==> src/rtl/qacs_pkg.sv <==
// shared constants, types and helper functions for the quote-aware command splitter
package qacs_pkg;

    localparam int LINE_MAX = 256;
    localparam int POS_W    = 9;
    localparam int LEN_W    = 8;
    localparam int LIM_W    = 9;
    localparam int CFG_W    = 9;
    localparam int IDX_W    = 2;

    localparam logic [IDX_W-1:0] REG_SPLIT_MODE  = 2'd0;
    localparam logic [IDX_W-1:0] REG_LEFT_LIMIT  = 2'd1;
    localparam logic [IDX_W-1:0] REG_RIGHT_LIMIT = 2'd2;

    localparam logic [LIM_W-1:0] LIMIT_RESET = 9'd256;
    localparam logic [POS_W-1:0] POS_LIMIT   = POS_W'(LINE_MAX);

    localparam logic [7:0] CH_NUL    = 8'h00;
    localparam logic [7:0] CH_GT     = 8'h3E;
    localparam logic [7:0] CH_PIPE   = 8'h7C;
    localparam logic [7:0] CH_BSLASH = 8'h5C;
    localparam logic [7:0] CH_SQUOTE = 8'h27;
    localparam logic [7:0] CH_DQUOTE = 8'h22;
    localparam logic [7:0] CH_SPACE  = 8'h20;
    localparam logic [7:0] CH_TAB    = 8'h09;
    localparam logic [7:0] CH_CR     = 8'h0D;
    localparam logic [7:0] CH_LF     = 8'h0A;

    typedef struct packed {
        logic             found;
        logic             append;
        logic [POS_W-1:0] left_start;
        logic [LEN_W-1:0] left_len;
        logic [POS_W-1:0] right_start;
        logic [LEN_W-1:0] right_len;
        logic             ok;
        logic             too_long;
    } result_t;

    function automatic logic is_blank(input logic [7:0] c);
        return (c == CH_SPACE) || (c == CH_TAB) || (c == CH_CR) || (c == CH_LF);
    endfunction

    function automatic logic [LEN_W-1:0] clip_len(input logic [POS_W-1:0] len,
                                                  input logic [LIM_W-1:0] limit);
        logic [LIM_W-1:0] cap;
        cap = (limit == '0) ? '0 : limit - LIM_W'(1);
        if (cap > LIM_W'(255))
        begin
            cap = LIM_W'(255);
        end
        return (LIM_W'(len) < cap) ? LEN_W'(len) : LEN_W'(cap);
    endfunction

endpackage

==> src/rtl/quote_aware_command_splitter_core.sv <==
// quote-aware command splitter: top level with scanner state, result register and skid stage
//
// usage
//   characters arrive on the char channel (char_valid, char_stall, char_code), one per
//   transfer; a zero character ends the line. every other character gives no result.
//   each zero character gives one result transfer on the result channel (result_valid,
//   result_stall and the result fields), taken from the result register. throughput is
//   one character per cycle while char_stall is low; the quote, escape and delimiter
//   flags and the segment indices are updated in the cycle of the transfer, and the trim
//   and clip of the line end go into the result register, or the skid stage on a stall.
//   the user writes the registers split_mode, left_limit and right_limit through cfg_we,
//   cfg_index and cfg_data only while the block is idle; the block does not enforce this.
//   reset clears the line state, empties the result register and the skid stage and
//   sets split_mode 0 and both limits 256.
//   while the receiver stalls, the result is held; one more result goes into the skid
//   stage and char_stall rises only once that stage is full, so characters keep
//   flowing while a single result waits.
module quote_aware_command_splitter_core
    import qacs_pkg::*;
(
    input  logic             clk,
    input  logic             rst_n,
    input  logic             cfg_we,
    input  logic [IDX_W-1:0] cfg_index,
    input  logic [CFG_W-1:0] cfg_data,
    input  logic             char_valid,
    output logic             char_stall,
    input  logic [7:0]       char_code,
    output logic             result_valid,
    input  logic             result_stall,
    output logic             found,
    output logic             append,
    output logic [POS_W-1:0] left_start,
    output logic [LEN_W-1:0] left_len,
    output logic [POS_W-1:0] right_start,
    output logic [LEN_W-1:0] right_len,
    output logic             ok,
    output logic             too_long
);

    logic             split_mode_reg;
    logic [LIM_W-1:0] left_limit_reg;
    logic [LIM_W-1:0] right_limit_reg;

    logic [POS_W-1:0] pos_reg, pos_next;
    logic             sq_reg, sq_next;
    logic             dq_reg, dq_next;
    logic             esc_reg, esc_next;
    logic             delim_reg, delim_next;
    logic [POS_W-1:0] delim_pos_reg, delim_pos_next;
    logic             chk_gt_reg, chk_gt_next;
    logic             app_reg, app_next;
    logic             left_any_reg, left_any_next;
    logic [POS_W-1:0] left_first_reg, left_first_next;
    logic [POS_W-1:0] left_end_reg, left_end_next;
    logic             right_any_reg, right_any_next;
    logic [POS_W-1:0] right_first_reg, right_first_next;
    logic [POS_W-1:0] right_end_reg, right_end_next;
    logic             ovf_reg, ovf_next;

    result_t          out_reg;
    result_t          skid_reg;
    logic             out_valid_reg;
    logic             skid_valid_reg;

    logic             char_take;
    logic             line_end;
    logic             out_free;
    logic [7:0]       target;
    logic [POS_W-1:0] left_span;
    logic [POS_W-1:0] right_span;
    result_t          res;

    assign char_stall = skid_valid_reg;
    assign char_take  = char_valid && !char_stall;
    assign line_end   = char_take && (char_code == CH_NUL);
    assign out_free   = !out_valid_reg || !result_stall;
    assign target     = split_mode_reg ? CH_PIPE : CH_GT;

    // config registers
    always_ff @(posedge clk or negedge rst_n)
    begin
        if (!rst_n)
        begin
            split_mode_reg  <= 1'b0;
            left_limit_reg  <= LIMIT_RESET;
            right_limit_reg <= LIMIT_RESET;
        end
        else if (cfg_we)
        begin
            case (cfg_index)
                REG_SPLIT_MODE:  split_mode_reg  <= cfg_data[0];
                REG_LEFT_LIMIT:  left_limit_reg  <= cfg_data;
                REG_RIGHT_LIMIT: right_limit_reg <= cfg_data;
                default:         ;
            endcase
        end
    end

    // result at line end
    always_comb
    begin
        left_span  = left_any_reg ? (left_end_reg - left_first_reg) : '0;
        right_span = right_any_reg ? (right_end_reg - right_first_reg) : '0;
        res = '0;
        res.too_long = ovf_reg;
        if (delim_reg)
        begin
            res.found       = 1'b1;
            res.append      = app_reg;
            res.left_start  = left_any_reg ? left_first_reg : delim_pos_reg;
            res.left_len    = clip_len(left_span, left_limit_reg);
            res.right_start = right_any_reg ? right_first_reg : pos_reg;
            res.right_len   = clip_len(right_span, right_limit_reg);
            res.ok          = (res.left_len != '0) && (res.right_len != '0);
        end
    end

    // scanner next state
    always_comb
    begin
        pos_next         = pos_reg;
        sq_next          = sq_reg;
        dq_next          = dq_reg;
        esc_next         = esc_reg;
        delim_next       = delim_reg;
        delim_pos_next   = delim_pos_reg;
        chk_gt_next      = chk_gt_reg;
        app_next         = app_reg;
        left_any_next    = left_any_reg;
        left_first_next  = left_first_reg;
        left_end_next    = left_end_reg;
        right_any_next   = right_any_reg;
        right_first_next = right_first_reg;
        right_end_next   = right_end_reg;
        ovf_next         = ovf_reg;

        if (line_end)
        begin
            pos_next       = '0;
            sq_next        = 1'b0;
            dq_next        = 1'b0;
            esc_next       = 1'b0;
            delim_next     = 1'b0;
            delim_pos_next = '0;
            chk_gt_next    = 1'b0;
            app_next       = 1'b0;
            left_any_next  = 1'b0;
            left_first_next = '0;
            left_end_next  = '0;
            right_any_next = 1'b0;
            right_first_next = '0;
            right_end_next = '0;
            ovf_next       = 1'b0;
        end
        else if (char_take)
        begin
            if (pos_reg >= POS_LIMIT)
            begin
                ovf_next = 1'b1;
            end
            else
            begin
                pos_next = pos_reg + POS_W'(1);
                if (!delim_reg)
                begin
                    if (esc_reg)
                    begin
                        esc_next = 1'b0;
                    end
                    else if (char_code == CH_BSLASH && !sq_reg)
                    begin
                        esc_next = 1'b1;
                    end
                    else if (char_code == CH_SQUOTE && !dq_reg)
                    begin
                        sq_next = !sq_reg;
                    end
                    else if (char_code == CH_DQUOTE && !sq_reg)
                    begin
                        dq_next = !dq_reg;
                    end
                    else if (char_code == target && !sq_reg && !dq_reg)
                    begin
                        delim_next     = 1'b1;
                        delim_pos_next = pos_reg;
                        chk_gt_next    = !split_mode_reg;
                    end
                    // delimiter itself is in neither segment
                    if (!delim_next && !is_blank(char_code))
                    begin
                        if (!left_any_reg)
                        begin
                            left_any_next   = 1'b1;
                            left_first_next = pos_reg;
                        end
                        left_end_next = pos_reg + POS_W'(1);
                    end
                end
                else if (chk_gt_reg && char_code == CH_GT)
                begin
                    chk_gt_next = 1'b0;
                    app_next    = 1'b1;
                end
                else
                begin
                    chk_gt_next = 1'b0;
                    if (!is_blank(char_code))
                    begin
                        if (!right_any_reg)
                        begin
                            right_any_next   = 1'b1;
                            right_first_next = pos_reg;
                        end
                        right_end_next = pos_reg + POS_W'(1);
                    end
                end
            end
        end
    end

    always_ff @(posedge clk or negedge rst_n)
    begin
        if (!rst_n)
        begin
            pos_reg         <= '0;
            sq_reg          <= 1'b0;
            dq_reg          <= 1'b0;
            esc_reg         <= 1'b0;
            delim_reg       <= 1'b0;
            delim_pos_reg   <= '0;
            chk_gt_reg      <= 1'b0;
            app_reg         <= 1'b0;
            left_any_reg    <= 1'b0;
            left_first_reg  <= '0;
            left_end_reg    <= '0;
            right_any_reg   <= 1'b0;
            right_first_reg <= '0;
            right_end_reg   <= '0;
            ovf_reg         <= 1'b0;
        end
        else
        begin
            pos_reg         <= pos_next;
            sq_reg          <= sq_next;
            dq_reg          <= dq_next;
            esc_reg         <= esc_next;
            delim_reg       <= delim_next;
            delim_pos_reg   <= delim_pos_next;
            chk_gt_reg      <= chk_gt_next;
            app_reg         <= app_next;
            left_any_reg    <= left_any_next;
            left_first_reg  <= left_first_next;
            left_end_reg    <= left_end_next;
            right_any_reg   <= right_any_next;
            right_first_reg <= right_first_next;
            right_end_reg   <= right_end_next;
            ovf_reg         <= ovf_next;
        end
    end

    // result register and skid stage
    always_ff @(posedge clk or negedge rst_n)
    begin
        if (!rst_n)
        begin
            out_valid_reg  <= 1'b0;
            skid_valid_reg <= 1'b0;
        end
        else if (out_free)
        begin
            if (skid_valid_reg)
            begin
                out_valid_reg  <= 1'b1;
                skid_valid_reg <= 1'b0;
            end
            else
            begin
                out_valid_reg <= line_end;
            end
        end
        else if (line_end)
        begin
            skid_valid_reg <= 1'b1;
        end
    end

    always_ff @(posedge clk)
    begin
        if (out_free)
        begin
            if (skid_valid_reg)
            begin
                out_reg <= skid_reg;
            end
            else if (line_end)
            begin
                out_reg <= res;
            end
        end
        else if (line_end)
        begin
            skid_reg <= res;
        end
    end

    assign result_valid = out_valid_reg;
    assign found        = out_reg.found;
    assign append       = out_reg.append;
    assign left_start   = out_reg.left_start;
    assign left_len     = out_reg.left_len;
    assign right_start  = out_reg.right_start;
    assign right_len    = out_reg.right_len;
    assign ok           = out_reg.ok;
    assign too_long     = out_reg.too_long;

    // checks
    a_skid_behind_out: assert property (@(posedge clk) disable iff (!rst_n)
        skid_valid_reg |-> out_valid_reg)
        else $error("skid stage full while result register empty");

    a_pos_bounded: assert property (@(posedge clk) disable iff (!rst_n)
        pos_reg <= POS_LIMIT)
        else $error("line position beyond line limit");

    a_gt_check_after_delim: assert property (@(posedge clk) disable iff (!rst_n)
        (chk_gt_reg || app_reg) |-> delim_reg)
        else $error("append tracking without a delimiter");

    a_no_found_clean: assert property (@(posedge clk) disable iff (!rst_n)
        (result_valid && !found) |-> (!ok && !append && left_len == '0 && right_len == '0))
        else $error("result fields set without a delimiter");

    a_line_end_clears: assert property (@(posedge clk) disable iff (!rst_n)
        line_end |=> (pos_reg == '0 && !delim_reg && !ovf_reg))
        else $error("line state not cleared after line end");

endmodule
==> config.mk <==
export PLATFORM = sky130hd
export DESIGN_NAME = quote_aware_command_splitter_core
export DESIGN_NICKNAME = d
export VERILOG_FILES = /design/src/rtl/qacs_pkg.sv /design/src/rtl/quote_aware_command_splitter_core.sv
export SDC_FILE = /design/constraint.sdc
export NUM_CORES = 1
export LEC_CHECK = 0
export ABC_CLOCK_PERIOD_IN_PS = 5800
export BUFFER_PORTS_ARGS = -buffer_cell sky130_fd_sc_hd__buf_2
export CAP_MARGIN = 40
export CORE_MARGIN = 10
export CORE_UTILIZATION = 44
export DETAILED_ROUTE_END_ITERATION = 12
export GPL_TIMING_DRIVEN = 0
export PLACE_DENSITY = 0.69
export SETUP_SLACK_MARGIN = 0.2
export SLEW_MARGIN = 5
export SYNTH_ARGS = -nofsm -noshare
export SYNTH_HDL_FRONTEND = slang
export SYNTH_SLANG_ARGS = --single-unit
==> constraint.sdc <==
create_clock -name clk -period 5.8 [get_ports clk]
set_input_delay 1.45 -clock clk [delete_from_list [all_inputs] [get_ports clk]]
set_output_delay 1.45 -clock clk [all_outputs]
set_load 0.05 [all_outputs]
-- Word level (Yosys, flattened, before mapping)
Index checks and enable logic that the tools add are counted.
- output and inout bits: 40
- bits in registers: 160
- logic and storage cells: 242
- $add $sub $neg: 5
- equality and inequality tests: 24
- magnitude comparators: 5
- bitwise logic cells: 1
- reduce and logical (&&, ||, !) cells: 55
- multiplexer cells: 116
- operator list (cell ; count):
    2-to-1 mux 9 bit ; 45
    2-to-1 mux 38 bit ; 2
    2-to-1 mux 1 bit ; 65
    2-to-1 mux 37 bit ; 1
    == test 8 x 6 -> 1 bit (second input constant) ; 4
    == test 8 x 4 -> 1 bit (second input constant) ; 3
    nonzero test 2 bit ; 10
    greater-than comparator 9 x 8 -> 1 bit (second input constant) ; 2
    zero test 9 bit ; 2
    less-than comparator 9 bit ; 2
    subtractor 9 x 1 -> 9 bit (second input constant) ; 2
    subtractor 9 bit ; 2
    2-to-1 mux 8 bit ; 2
    nonzero test 8 bit ; 2
    AND reduction 2 bit ; 7
    AND reduction 7 bit ; 2
    inequality test 2 bit (second input constant) ; 6
    logical AND 1 bit ; 10
    AND reduction 5 bit ; 2
    adder 9 x 1 -> 9 bit (second input constant) ; 1
    greater-or-equal comparator 9 bit (second input constant) ; 1
    inequality test 3 bit (second input constant) ; 3
    == test 8 x 7 -> 1 bit ; 1
    == test 8 x 7 -> 1 bit (second input constant) ; 1
    15 further kinds ; 28

-- Depth between registers and ports, before layout
Gate-level depths: netlist of run 1.
- depth after elaboration: 20
- mapped depth: 16
- depth with buffers taken out: 15

-- Least setup slack after synthesis of run 1
OpenSTA, ideal clock, no wires.
- path kind: in2reg
- start point: in char_code[3]
- end point: reg out_reg, in the netlist append, enable pin
- buffers on the path: 2
- path slack: 640 ps
- arrival time: 4714 ps
- cell stages on the path: 6
- required time: 5354 ps
- setup time: 446 ps
- path through: nor4_1 > and4_1 > clkbuf_1 > clkbuf_1 > nor2_1 > a21oi_1
- word-level cells in the longest chain between the ends: 4
- ends and longest elaborated chain (item ; line ; RTL):
    start, declared ; quote_aware_command_splitter_core.sv:28 ; input logic [7:0] char_code,
    zero test 8 bit ; quote_aware_command_splitter_core.sv:76 ; assign line_end = char_take && (char_code == CH_NUL);
    logical AND 1 bit ; quote_aware_command_splitter_core.sv:76 ;
    nonzero test 2 bit (no source line) ; - ;
    AND reduction 2 bit (no source line) ; - ;
    end signal, assigned ; quote_aware_command_splitter_core.sv:294 ; out_reg <= skid_reg;
    end signal, assigned ; quote_aware_command_splitter_core.sv:298 ; out_reg <= res;
    end, declared ; quote_aware_command_splitter_core.sv:61 ; result_t out_reg;
No other way between the ends.
A chain may end at the register's enable or synchronous reset.

-- Worst setup path in the final report of run 1
- start point: in char_valid
- end point: reg out_reg, in the netlist right_len[3], enable pin
- word-level cells in the longest chain between the ends: 4
- ends and longest elaborated chain (item ; line ; RTL):
    start, declared ; quote_aware_command_splitter_core.sv:26 ; input logic char_valid,
    logical AND 1 bit ; quote_aware_command_splitter_core.sv:75 ; assign char_take = char_valid && !char_stall;
    logical AND 1 bit ; quote_aware_command_splitter_core.sv:76 ;
    nonzero test 2 bit (no source line) ; - ;
    AND reduction 2 bit (no source line) ; - ;
No other way between the ends.

==> metrics.cfg, run 1 <==
[place]
io_buffers=63
dp_cells=1184
dp_hpwl_mm=15.87
dp_slack_ns=1.120
place_congestion=0.8948

[setup_path]
crit_chain=buf_2, nor2b_1, and4_1, clkbuf_1, clkbuf_1, nor2_1, a21oi_4, buf_16
slowest_delay_ns=0.55
crit_family=buffers and inverters
start_kind=input pin
endpoint=right_len[3]$_DFFE_PP_
crit_buf_inv=4
cp_max_fo=28
required_ns=5.92
crit_start=char_valid
r2r-end=right_len[5]$_DFFE_PP_
rrSetupSlack_ns=1.59
reg2reg_depth=15
arrival_ns=4.35
crit_slowest_cell=clkbuf_1
setup.worst_path.class=input pin to register
cp_common_cell=clkbuf_1
rr_startpoint=right_limit_reg[0]$_DFFE_PN0P_
cp-end-kind=register
crit_cells=8

[route]
drt_iter0_drc=549
route.detailed.drc=0
vias=6751
wire_per_inst_um=17.19
viasPerCell=5.552
drt-total-wl_mm=20.90
drtAntennaViolNets=0
first_pass_iters=5

[timing]
period_share_pct=72.94
slew_headroom_pct=48.96
setup-violations-final=0
finalClockSkew_ns=0.01275
tightestPinTransition_ns=0.7656
worst_slack_ns=1.570
final.setup.tns_ns=0
max_freq_ghz=0.2364
rsz0062_at_grt=no
finalMaxSlewViolations=0
hold_viol=0
fin_crit_ns=4.230

[global_routing]
gr-usage-all-layers_pct=15.90
antenna_found_initial=0
grt_pass1_wl_mm=33.75
overflow=0
grt_pass1_vias=6359
grt_max_degree=66

[floorplanning]
dieArea_um2=26380
io_pins=64
rows=52
die_x_um=162.4
die-height_um=162.4
initial_core_util_pct=44.39
core_um2=20100

[logic_synthesis]
synthCells=848
synth_seq_cells=160
synth_area_leaders=edfxtp_1 26%, dfrtp_1 23%, ha_1 4.9%
synthArstFlopShare_pct=52.50
yosysSeqAreaShare_pct=49.16
yosys_most_used_dff=dfrtp_1
synthDistinctLibCells=78
yosysWarnings=0
synth_top_cell_area_share_pct=25.57
yosysMostFrequentCell=nand2_1
syn-cell-area_um2=8924
synth.avg_cell_area_um2=10.52
synth_commonest_cells=97 x nand2_1, 82 x dfrtp_1, 76 x edfxtp_1
synth_edf_count=76
synth_nets=909
yosysTopAreaCell=edfxtp_1

[clocking]
cts_root_buf=clkbuf_16
clkLatencyLatePin_ns=0.43
holdBufCountCts=0
post_cts_buffers=0
ctsResizeCount=0
path_clk_slew_ns=0.06
cts_tree=yes
cts_buffers=17
htree_levels=4
cts.sinks=160
cts_buffer_depth=2

[power_and_ir_drop]
ir_drop_uv=161.9
internal_power_mw=2.562
netSwitchingFraction_pct=36.54
pwr-share-comb_pct=37.9
p_sw_mw=1.475
seqPwrFrac_pct=34.7
p_clk_share_pct=27.4
leakage_nw=4.329
power.density_nw_per_um2=393.6
p_total_mw=4.037

[final_layout]
layout-drive-gt1-share_pct=16.81
layout.nets=994
area_growth_pct=14.93
largest_reg_flops=38
final-instance-count-excl-fill=1216
antenna_cells=0

[outcome]
outcome=finished clean

[min_path]
min-delay-path-class=register to register

[flow_run]
cap_violations=0

[logic make-up (layout without fill, tap and decap cells)]
| group | after synthesis | after routing | synth area share (%) |
|---|---|---|---|
| buffers and inverters | 91 | 189 | 4.052 |
| flip-flops | 160 | 160 | 49.16 |
| AND/OR/NAND/NOR | 284 | 284 | 16.14 |
| adder cells (fa/ha/maj) | 37 | 37 | 5.356 |
| multiplexers | 77 | 77 | 9.184 |
| XOR/XNOR | 22 | 22 | 2.159 |
| AO/OA/AOI/OAI | 177 | 177 | 13.95 |
[power by group through the flow]
stage | combinational (mW) | clock (mW) | sequential, mW
after floorplan | 1.14 | 0 | 1.38
after global placement | 1.48 | 0 | 1.42
after detailed placement | 1.51 | 0 | 1.42
after CTS | 1.52 | 1.12 | 1.40
after global routing | 1.70 | 1.18 | 1.41
final | 1.53 | 1.11 | 1.40
[cell type report]
cell class              instances  area, um^2
repair buffers                 66       392.9
well taps                     270       337.8
clock buffers                  17       425.4
flip-flops and latches        160        4387
plain buffers                  45       188.9
fillers                      1784        9848
clock inverters                15       157.7
inverters                      46       172.7
multi-input cells             597        4194
[layer usage]
| layer | global-route usage [%] | wire [um] | vias to the layer above | part of all wire [%] |
|---|---|---|---|---|
| met3 | 3.008 | 1095 | 27 | 5.2 |
| met4 | 5.335 | 353 | 0 | 1.7 |
| met2 | 24.29 | 9490 | 175 | 45 |
| li1 | - | - | 3273 | - |
| met5 | 0 | 0 | - | 0 |
| met1 | 22.19 | 9961 | 3276 | 48 |
[placed cells by master, fill, tap and decap left out, types with 35 or more instances in the layout]
master | Yosys | layout
dfrtp_1 | 82 | 82
mux2i_1 | 38 | 38
buf_2 | 4 | 66
nand2_1 | 97 | 97
inv_1 | 45 | 45
o21ai_0 | 42 | 42
ha_1 | 35 | 35
edfxtp_1 | 76 | 76
nor2_1 | 63 | 62
[stage by stage]
stage / hold slack, ns / utilization (%) / area, um^2
2_1_floorplan: 0.4435 / - / 8924
4_1_cts: 0.4841 / 51.01 / 10260
3_5_place_dp: 0.4697 / 48.11 / 9673
3_3_place_gp: 0.4625 / 47.64 / 9577
5_1_grt: 0.5016 / 51.01 / 10260
6_report: 0.4770 / 51.01 / 10260
[worst register-to-register path: stages, from the launching register on]
cell	delay, ns
dfrtp_1	0.48
inv_1	0.13
ha_1	0.24
or3b_1	0.42
or4_1	0.51
nand2_1	0.17
a21oi_1	0.09
ha_1	0.30
a21oi_1	0.20
o221ai_1	0.14
a311oi_1	0.33
o21ai_1	0.13
a21oi_2	0.12
buf_6	0.17
mux2_1	0.40
o31ai_1	0.21
[worst min-delay path by stage]
stage                                 startpoint                      endpoint  slack, ns  cells past startpoint
floorplan                    ovf_reg$_DFFE_PN0P_         skid_reg[0]$_DFFE_PP_       0.44                      0
global placement    delim_pos_reg[1]$_DFFE_PN0P_  delim_pos_reg[1]$_DFFE_PN0P_       0.46                      2
detailed placement  delim_pos_reg[4]$_DFFE_PN0P_  delim_pos_reg[4]$_DFFE_PN0P_       0.47                      2
CTS                 delim_pos_reg[7]$_DFFE_PN0P_  delim_pos_reg[7]$_DFFE_PN0P_       0.48                      2
global route        delim_pos_reg[3]$_DFFE_PN0P_  delim_pos_reg[3]$_DFFE_PN0P_       0.50                      2
finish              delim_pos_reg[7]$_DFFE_PN0P_  delim_pos_reg[7]$_DFFE_PN0P_       0.48                      2
Power figures use the tool's default switching activity.
==> run 2, diff against run 1 <==
--- a/config.mk
+++ b/config.mk
@@ -5,14 +5,15 @@
 export SDC_FILE = /design/constraint.sdc
 export NUM_CORES = 1
 export LEC_CHECK = 0
-export ABC_CLOCK_PERIOD_IN_PS = 5800
+export ABC_AREA = 1
+export ABC_CLOCK_PERIOD_IN_PS = 3400
 export BUFFER_PORTS_ARGS = -buffer_cell sky130_fd_sc_hd__buf_2
 export CAP_MARGIN = 40
 export CORE_MARGIN = 10
 export CORE_UTILIZATION = 44
 export DETAILED_ROUTE_END_ITERATION = 12
 export GPL_TIMING_DRIVEN = 0
-export PLACE_DENSITY = 0.69
+export PLACE_DENSITY = 0.72
 export SETUP_SLACK_MARGIN = 0.2
 export SLEW_MARGIN = 5
 export SYNTH_ARGS = -nofsm -noshare
==> constraint.sdc (replaced) <==
create_clock -name clk -period 3.4 [get_ports clk]
set_input_delay 0.85 -clock clk [delete_from_list [all_inputs] [get_ports clk]]
set_output_delay 0.85 -clock clk [all_outputs]
set_load 0.05 [all_outputs]
==> run 2 against run 1 <==
Effect of this change: the flow now finishes with violations (negative setup slack); routed wire length increased by 4.5%; non-clock buffer count increased by 18; die area decreased by 2.6%; setup slack got worse by 1.6 ns; sequential power increased by 86%; register-to-register slack got worse by 1.6 ns; via count increased by 9.6%; core utilization increased by 5.4 points; area after synthesis decreased by 2.9%.
==> metrics.cfg, run 2 <==
[place]
dp_slack_ns=-0.4389  ; -1.558 ns
dp_hpwl_mm=15.60  ; -1.7%
io_buffers=63  ; unchanged
dpl_cell_area_um2=9414  ; -2.7%
place_congestion=0.9047  ; +1.1%

[final_layout]
layout.nets=1225  ; +23%
register_area_um2=4388  ; about the same
layout-drive-gt1-share_pct=25.74  ; +8.9 points
final_common_cell=nand2_1
layout.cells.most_common_list=278 x nand2_1, 121 x inv_1, 84 x o21ai_0, 81 x dfrtp_1, 76 x edfxtp_1
antenna_cells=0  ; unchanged
post-route-util_pct=56.46  ; +5.4 points
largest_reg_flops=38  ; unchanged
multiInputGateArea_um2=4257  ; +1.5%
fin_area_um2=10950  ; +6.8%
area_growth_pct=26.43
fill_cells=1698  ; -4.8%

[setup_path]
start_kind=register
rrSetupSlack_ns=-0.06  ; -1.65 ns
r2r-end=ok$_DFFE_PP_
cp_common_cell=nand2_2
required_ns=3.59  ; -2.33 ns
rr_startpoint=right_end_reg[0]$_DFFE_PN0P_
arrival_ns=3.64  ; -0.71 ns
crit_slowest_cell=dfrtp_1
cp_max_fo=5  ; -82%
cp-end-kind=register
setup.worst_path.class=register to register
reg2reg_depth=25  ; +10
slowest_delay_ns=0.38  ; -0.17 ns

[logic_synthesis]
yosysTopAreaCell=edfxtp_1
synth_top_family_by_area=simple AND/OR/NAND/NOR gates
synth_seq_cells=160  ; unchanged
synth_mux_area_share_pct=0  ; -9.2 points
syn-cell-area_um2=8663  ; -2.9%
yosysSeqAreaShare_pct=50.64  ; +1.5 points
synth.avg_cell_area_um2=8.274  ; -21%
synthCells=1047  ; +23%
yosys.area_share.simple_pct=23.93  ; +7.8 points
synth-xor-area-share_pct=0.7077  ; -1.5 points
synth_area_leaders=edfxtp_1 26%, dfrtp_1 24%, nand2_1 14%
synthDistinctLibCells=43  ; -45%
synth_fa_ha_area_share_pct=5.517  ; +0.16 points
synth_edf_count=76  ; unchanged
yosys_most_used_dff=dfrtp_1
synth_compound_area_share_pct=11.25  ; -2.7 points
yosysMostFrequentCell=nand2_1
synth_commonest_cells=318 x nand2_1, 139 x inv_1, 89 x o21ai_0
synthArstFlopShare_pct=52.50  ; unchanged
synth_nets=1108  ; +22%
synth_top_cell_area_share_pct=26.34  ; +0.77 points
yosysWarnings=0  ; unchanged

[route]
top_layer=met4
dr_wl_met2_mm=10.46  ; +10%
wl_met1_mm=9.922  ; -0.39%
vias=7401  ; +9.6%
route.detailed.drc=0  ; unchanged
dr_wl_met3_mm=1.116  ; +1.9%
drt-total-wl_mm=21.84  ; +4.5%
wire_per_inst_um=15.14  ; -12%
drtAntennaViolNets=0  ; unchanged
drt_iter0_drc=640  ; +17%
first_pass_iters=5  ; unchanged
viasPerCell=5.132  ; -7.6%

[outcome]
failed_checks=negative setup slack
outcome=complete, but fails checks

[power_and_ir_drop]
power.density_nw_per_um2=807.8  ; +110%
ir_drop_uv=459.7  ; +180%
p_total_mw=8.848  ; +120%
leakage_nw=5.074  ; +17%

[clocking]
clkLatencyLatePin_ns=0.43  ; about the same
cts_tree=yes
path_clk_slew_ns=0.07  ; about the same
cts_buffers=17  ; unchanged
cts.sinks=160  ; unchanged
cts_buffer_depth=2  ; unchanged
holdBufCountCts=0  ; unchanged
cts_root_buf=clkbuf_16
htree_levels=4  ; unchanged

[floorplanning]
io_pins=64  ; unchanged
die_x_um=160.3  ; -1.3%
core_um2=19400  ; -3.5%
rows=51  ; -1.9%
die-height_um=160.3  ; -1.3%
dieArea_um2=25700  ; -2.6%
initial_core_util_pct=44.66  ; +0.27 points

[timing]
whs_ns=0.3600  ; -0.1170 ns
fin_crit_ns=3.458
setup-violations-final=2  ; +2
max_freq_ghz=0.2892
hold_viol=0  ; unchanged
finalMaxSlewViolations=0  ; unchanged
tightestPinTransition_ns=0.9543  ; +0.1887 ns
period_share_pct=101.7
slew_headroom_pct=36.38  ; -13 points
worst_slack_ns=-0.05834  ; -1.628 ns
rsz0062_at_grt=yes
finalClockSkew_ns=0.008470  ; -0.004282 ns

[min_path]
min-delay-path-class=input pin to asynchronous set/reset pin

[global_routing]
grt_max_degree=53  ; -20%
gr-usage-all-layers_pct=16.61  ; +0.71 points
grt_pass1_vias=7119  ; +12%
antenna_found_initial=0  ; unchanged
overflow=0  ; unchanged
grt_pass1_wl_mm=35.19  ; +4.3%

[flow_run]
cap_violations=0  ; unchanged

## run 2: changes by cell type in the layout (fill, tap and decap cells not counted), sizes merged, moves of 23 or more
cell / before / now
mux2: 39 / 0
o31ai: 33 / 10
mux2i: 38 / 0
inv: 50 / 150
nand3: 15 / 53
buf: 80 / 107
o21ai: 44 / 95
nand2: 97 / 321
## run 2: worst max-delay path by stage
stage,start,to,cells after the start
2_1_floorplan,left_end_reg[0]$_DFFE_PN0P_,ok$_DFFE_PP_,23
3_3_place_gp,right_end_reg[0]$_DFFE_PN0P_,ok$_DFFE_PP_,26
3_5_place_dp,right_end_reg[0]$_DFFE_PN0P_,ok$_DFFE_PP_,24
4_1_cts,right_end_reg[0]$_DFFE_PN0P_,ok$_DFFE_PP_,28
5_1_grt,right_end_reg[0]$_DFFE_PN0P_,ok$_DFFE_PP_,28
6_report,right_end_reg[0]$_DFFE_PN0P_,ok$_DFFE_PP_,25
## run 2: layer usage
metal  track usage [%]  vias to the layer above
met2             27.03                      191
li1                  -                     3661
met5                 0                        -
met1             21.76                     3514
met4             4.716                        0
met3             3.732                       35
## run 2: repair_timing
action,CTS,global route
setup buffers,15,15
pin swaps,32,51
endpoints found under the setup margin,34,55
gates resized for setup,61,120
cloned,2,0
## run 2: cells by family (layout without fill, tap and decap cells)
logic type | Yosys count | count (layout)
and+or+nand+nor | 493 | 494
AOI/OAI and AO/OA | 171 | 171
adders and majority gates | 37 | 37
xor gates and xnor gates | 7 | 7
DFF | 160 | 160
buffers and inverters | 179 | 308
## run 2: critical path, delay by kind of cell (launching register included)
kind | cells | cell delay (ns)
adders and majority gates | 3 | 0.68
DFF | 1 | 0.38
AOI/OAI and AO/OA | 3 | 0.43
and+or+nand+nor | 15 | 1.34
buffers and inverters | 4 | 0.35
## run 2: final cells by class
class                           instances  share of cell area [%]
Tap cell                              265                   3.027
Multi-Input combinational cell        709                   38.86
Sequential cell                       160                   40.06
Inverter                              147                   5.038
Buffer                                 32                   1.325
Timing Repair Buffer                   97                   6.420
Clock inverter                         10                  0.9367
Clock buffer                           22                   4.329
## run 2: stage by stage
stage,TNS (ns),std cells
final,-0.1037,1442
after floorplan,0,1047
after global routing,-0.6574,1442
after global placement,-16.65,1375
after CTS,0,1427
after detailed placement,-3.946,1378
## run 2: power by group
| part | total, mW | switching [mW] | internal, mW | leakage (nW) |
|---|---|---|---|---|
| combinational | 4.37 | 2.54 | 1.83 | 3.12 |
| clock | 1.88 | 0.803 | 1.08 | 0.273 |
| sequential | 2.60 | 0.202 | 2.40 | 1.69 |
| total | 8.85 | 3.55 | 5.30 | 5.07 |
==> run 3, diff against run 2 <==
--- a/config.mk
+++ b/config.mk
@@ -13,7 +13,6 @@
 export CORE_UTILIZATION = 44
 export DETAILED_ROUTE_END_ITERATION = 12
 export GPL_TIMING_DRIVEN = 0
-export PLACE_DENSITY = 0.72
 export SETUP_SLACK_MARGIN = 0.2
 export SLEW_MARGIN = 5
 export SYNTH_ARGS = -nofsm -noshare
==> constraint.sdc (replaced) <==
create_clock -name clk -period 3.4 [get_ports clk]
set_input_delay 0.51 -clock clk [delete_from_list [all_inputs] [get_ports clk]]
set_output_delay 0.51 -clock clk [all_outputs]
set_load 0.05 [all_outputs]
==> run 3 against run 2 <==
Effect of this change: the flow now finishes without violations; clock power is essentially flat; clock skew grew 0.0013 ns; sequential power is essentially flat; combinational power shrank 7.8%; routed wire length shrank 1.3%; final area shrank 0.50%; worst hold slack gained 0.0058 ns; core utilization shrank 0.28 points; sequential share of layout area grew 0.20 points; critical path depth is the same; critical path type unchanged; largest cell class unchanged.
==> metrics.cfg, run 3 (synthesized netlist as in run 2, its figures left out) <==
[outcome]
outcome=finished clean

[place]
place_congestion=0.8790  ; -2.8%
io_buffers=63  ; unchanged
dp_hpwl_mm=15.77  ; +1.1%
dp_cells=1378  ; unchanged
dp_slack_ns=-0.4219  ; +0.01697 ns

[route]
drt_iter0_drc=383  ; -40%
route.detailed.drc=0  ; unchanged
first_pass_iters=5  ; unchanged
drt-total-wl_mm=21.55  ; -1.3%
viasPerCell=5.006  ; -2.5%
drtAntennaViolNets=0  ; unchanged
vias=7234  ; -2.3%
wire_per_inst_um=14.91  ; -1.5%

[floorplanning]
core_um2=19400  ; unchanged
io_pins=64  ; unchanged
rows=51  ; unchanged
initial_core_util_pct=44.66  ; unchanged
die-height_um=160.3  ; unchanged
dieArea_um2=25700  ; unchanged
die_x_um=160.3  ; unchanged

[timing]
rsz0062_at_grt=yes
finalClockSkew_ns=0.009722  ; +0.001252 ns
hold_viol=0  ; unchanged
worst_slack_ns=0.03726  ; +0.09560 ns
fin_crit_ns=3.363  ; -0.09560 ns
final.setup.tns_ns=0  ; +0.1037 ns
slew_headroom_pct=39.88  ; +3.5 points
period_share_pct=98.90  ; -2.8 points
tightestPinTransition_ns=0.9018  ; -0.05247 ns
max_freq_ghz=0.2974  ; +2.8%
finalMaxSlewViolations=0  ; unchanged
setup-violations-final=0  ; -2

[global_routing]
antenna_found_initial=0  ; unchanged
grt_pass1_wl_mm=35.01  ; -0.51%
busiest_layer=met2
gr-usage-all-layers_pct=16.58  ; -0.030 points
use_met2_pct=25.49  ; -1.5 points
grt_pass1_vias=6786  ; -4.7%
gr-usage-met1_pct=22.98  ; +1.2 points
overflow=0  ; unchanged
grtUsageMet3_pct=3.911  ; +0.18 points
grt_max_degree=66  ; +25%

[final_layout]
layout.cells.most_common_list=287 x nand2_1, 126 x inv_1, 83 x o21ai_0, 81 x dfrtp_1, 76 x edfxtp_1
layout.nets=1228  ; +0.24%
antenna_cells=0  ; unchanged
fill_cells=1830  ; +7.8%
final_common_cell=nand2_1
post-route-util_pct=56.18  ; -0.28 points
largest_reg_flops=38  ; unchanged
area_growth_pct=25.79
layout-drive-gt1-share_pct=24.75  ; -1.0 points
final-instance-count-excl-fill=1445  ; +0.21%

[clocking]
cts_buffers=17  ; unchanged
htree_levels=4  ; unchanged
cts.sinks=160  ; unchanged
cts_tree=yes
clkLatencyLatePin_ns=0.43  ; about the same
path_clk_slew_ns=0.07  ; about the same
cts_buffer_depth=2  ; unchanged
cts_root_buf=clkbuf_16

[setup_path]
slowest_delay_ns=0.37  ; about the same
required_ns=3.58  ; about the same
cp-end-kind=register
arrival_ns=3.55  ; -0.09 ns
start_kind=register
cp_max_fo=5  ; unchanged
crit_slowest_cell=dfrtp_1
setup.worst_path.class=register to register

[power_and_ir_drop]
leakage_nw=5.074  ; about the same
p_total_mw=8.526  ; -3.6%
power.density_nw_per_um2=782.4  ; -3.1%
ir_drop_uv=456.1  ; -0.77%

[min_path]
min-delay-path-class=input pin to register

[flow_run]
cap_violations=0  ; unchanged

[run 3: cell count changes in the layout (fill, tap and decap cells not counted), moves of 3 or more]
| cell | previous run | this run |
|---|---|---|
| ha_2 | 5 | 2 |
| nand2_4 | 7 | 4 |
| inv_2 | 26 | 21 |
| inv_1 | 121 | 126 |
| buf_6 | 11 | 4 |
| buf_4 | 20 | 30 |
| nor2_2 | 15 | 18 |
| nand2_1 | 278 | 287 |
| clkbuf_8 | 3 | 0 |
| nand2_2 | 36 | 30 |
[run 3: cell type report]
type	count	area, um^2	share of cell area [%]
Timing Repair Buffer	100	685.7	6.292
Buffer	32	141.4	1.297
Clock inverter	12	136.4	1.251
Tap cell	265	331.6	3.042
Multi-Input combinational cell	709	4227	38.78
Sequential cell	160	4388	40.26
Inverter	147	551.8	5.063
Clock buffer	20	436.7	4.007
[run 3: final timing paths]
kind                                              start  slack (ns)  cells past startpoint                        endpoint
setup / recovery           right_end_reg[0]$_DFFE_PN0P_        0.04                     25                    ok$_DFFE_PP_
hold / removal                              cfg_data[1]        0.37                      3   left_limit_reg[1]$_DFFE_PN0P_
setup reg to reg           right_end_reg[0]$_DFFE_PN0P_        0.04                     25                    ok$_DFFE_PP_
hold reg to reg                     ovf_reg$_DFFE_PN0P_        0.46                      0           skid_reg[0]$_DFFE_PP_
max in group asynchronous                         rst_n        2.29                      3          char_stall$_DFFE_PN0P_
min in group asynchronous                         rst_n        0.50                      2  right_limit_reg[7]$_DFFE_PN0P_
[run 3: power by group]
group	total (mW)	internal (mW)	switching, mW
Sequential	2.60	2.40	0.200
Clock	1.90	1.09	0.808
Combinational	4.03	1.62	2.42
[run 3: metrics by stage]
| stage | hold slack (ns) | area [um^2] |
|---|---|---|
| after CTS | 0.3578 | 10370 |
| after global placement | 0.4271 | 9316 |
| final | 0.3658 | 10900 |
| after global routing | 0.3846 | 10900 |
| after detailed placement | 0.4172 | 9414 |
| after floorplan | 0.2144 | 8670 |
[run 3: repair_timing]
action | in CTS | in global routing
pin swaps | 35 | 52
endpoints found under the hold margin | 17 | 0
hold buffers | 1 | 0
cloned | 2 | 0
setup endpoints to repair | 34 | 32
resized for setup | 59 | 100
setup buffers | 16 | 16
[run 3: worst max-delay path: cells and delay by family (launching register included)]
kind,cells,cell delay [ns]
flops,1,0.37
compound gates,3,0.40
simple gates,15,1.31
buf+inv,4,0.34
fa+ha+maj,3,0.68
[run 3: per-layer routing]
metal	share of wire, %	vias to the layer above	wire length (um)
li1	-	3656	-
met1	48	3389	10390
met2	46	166	9838
met3	5.0	23	1067
met4	1.2	0	248
met5	0	-	0
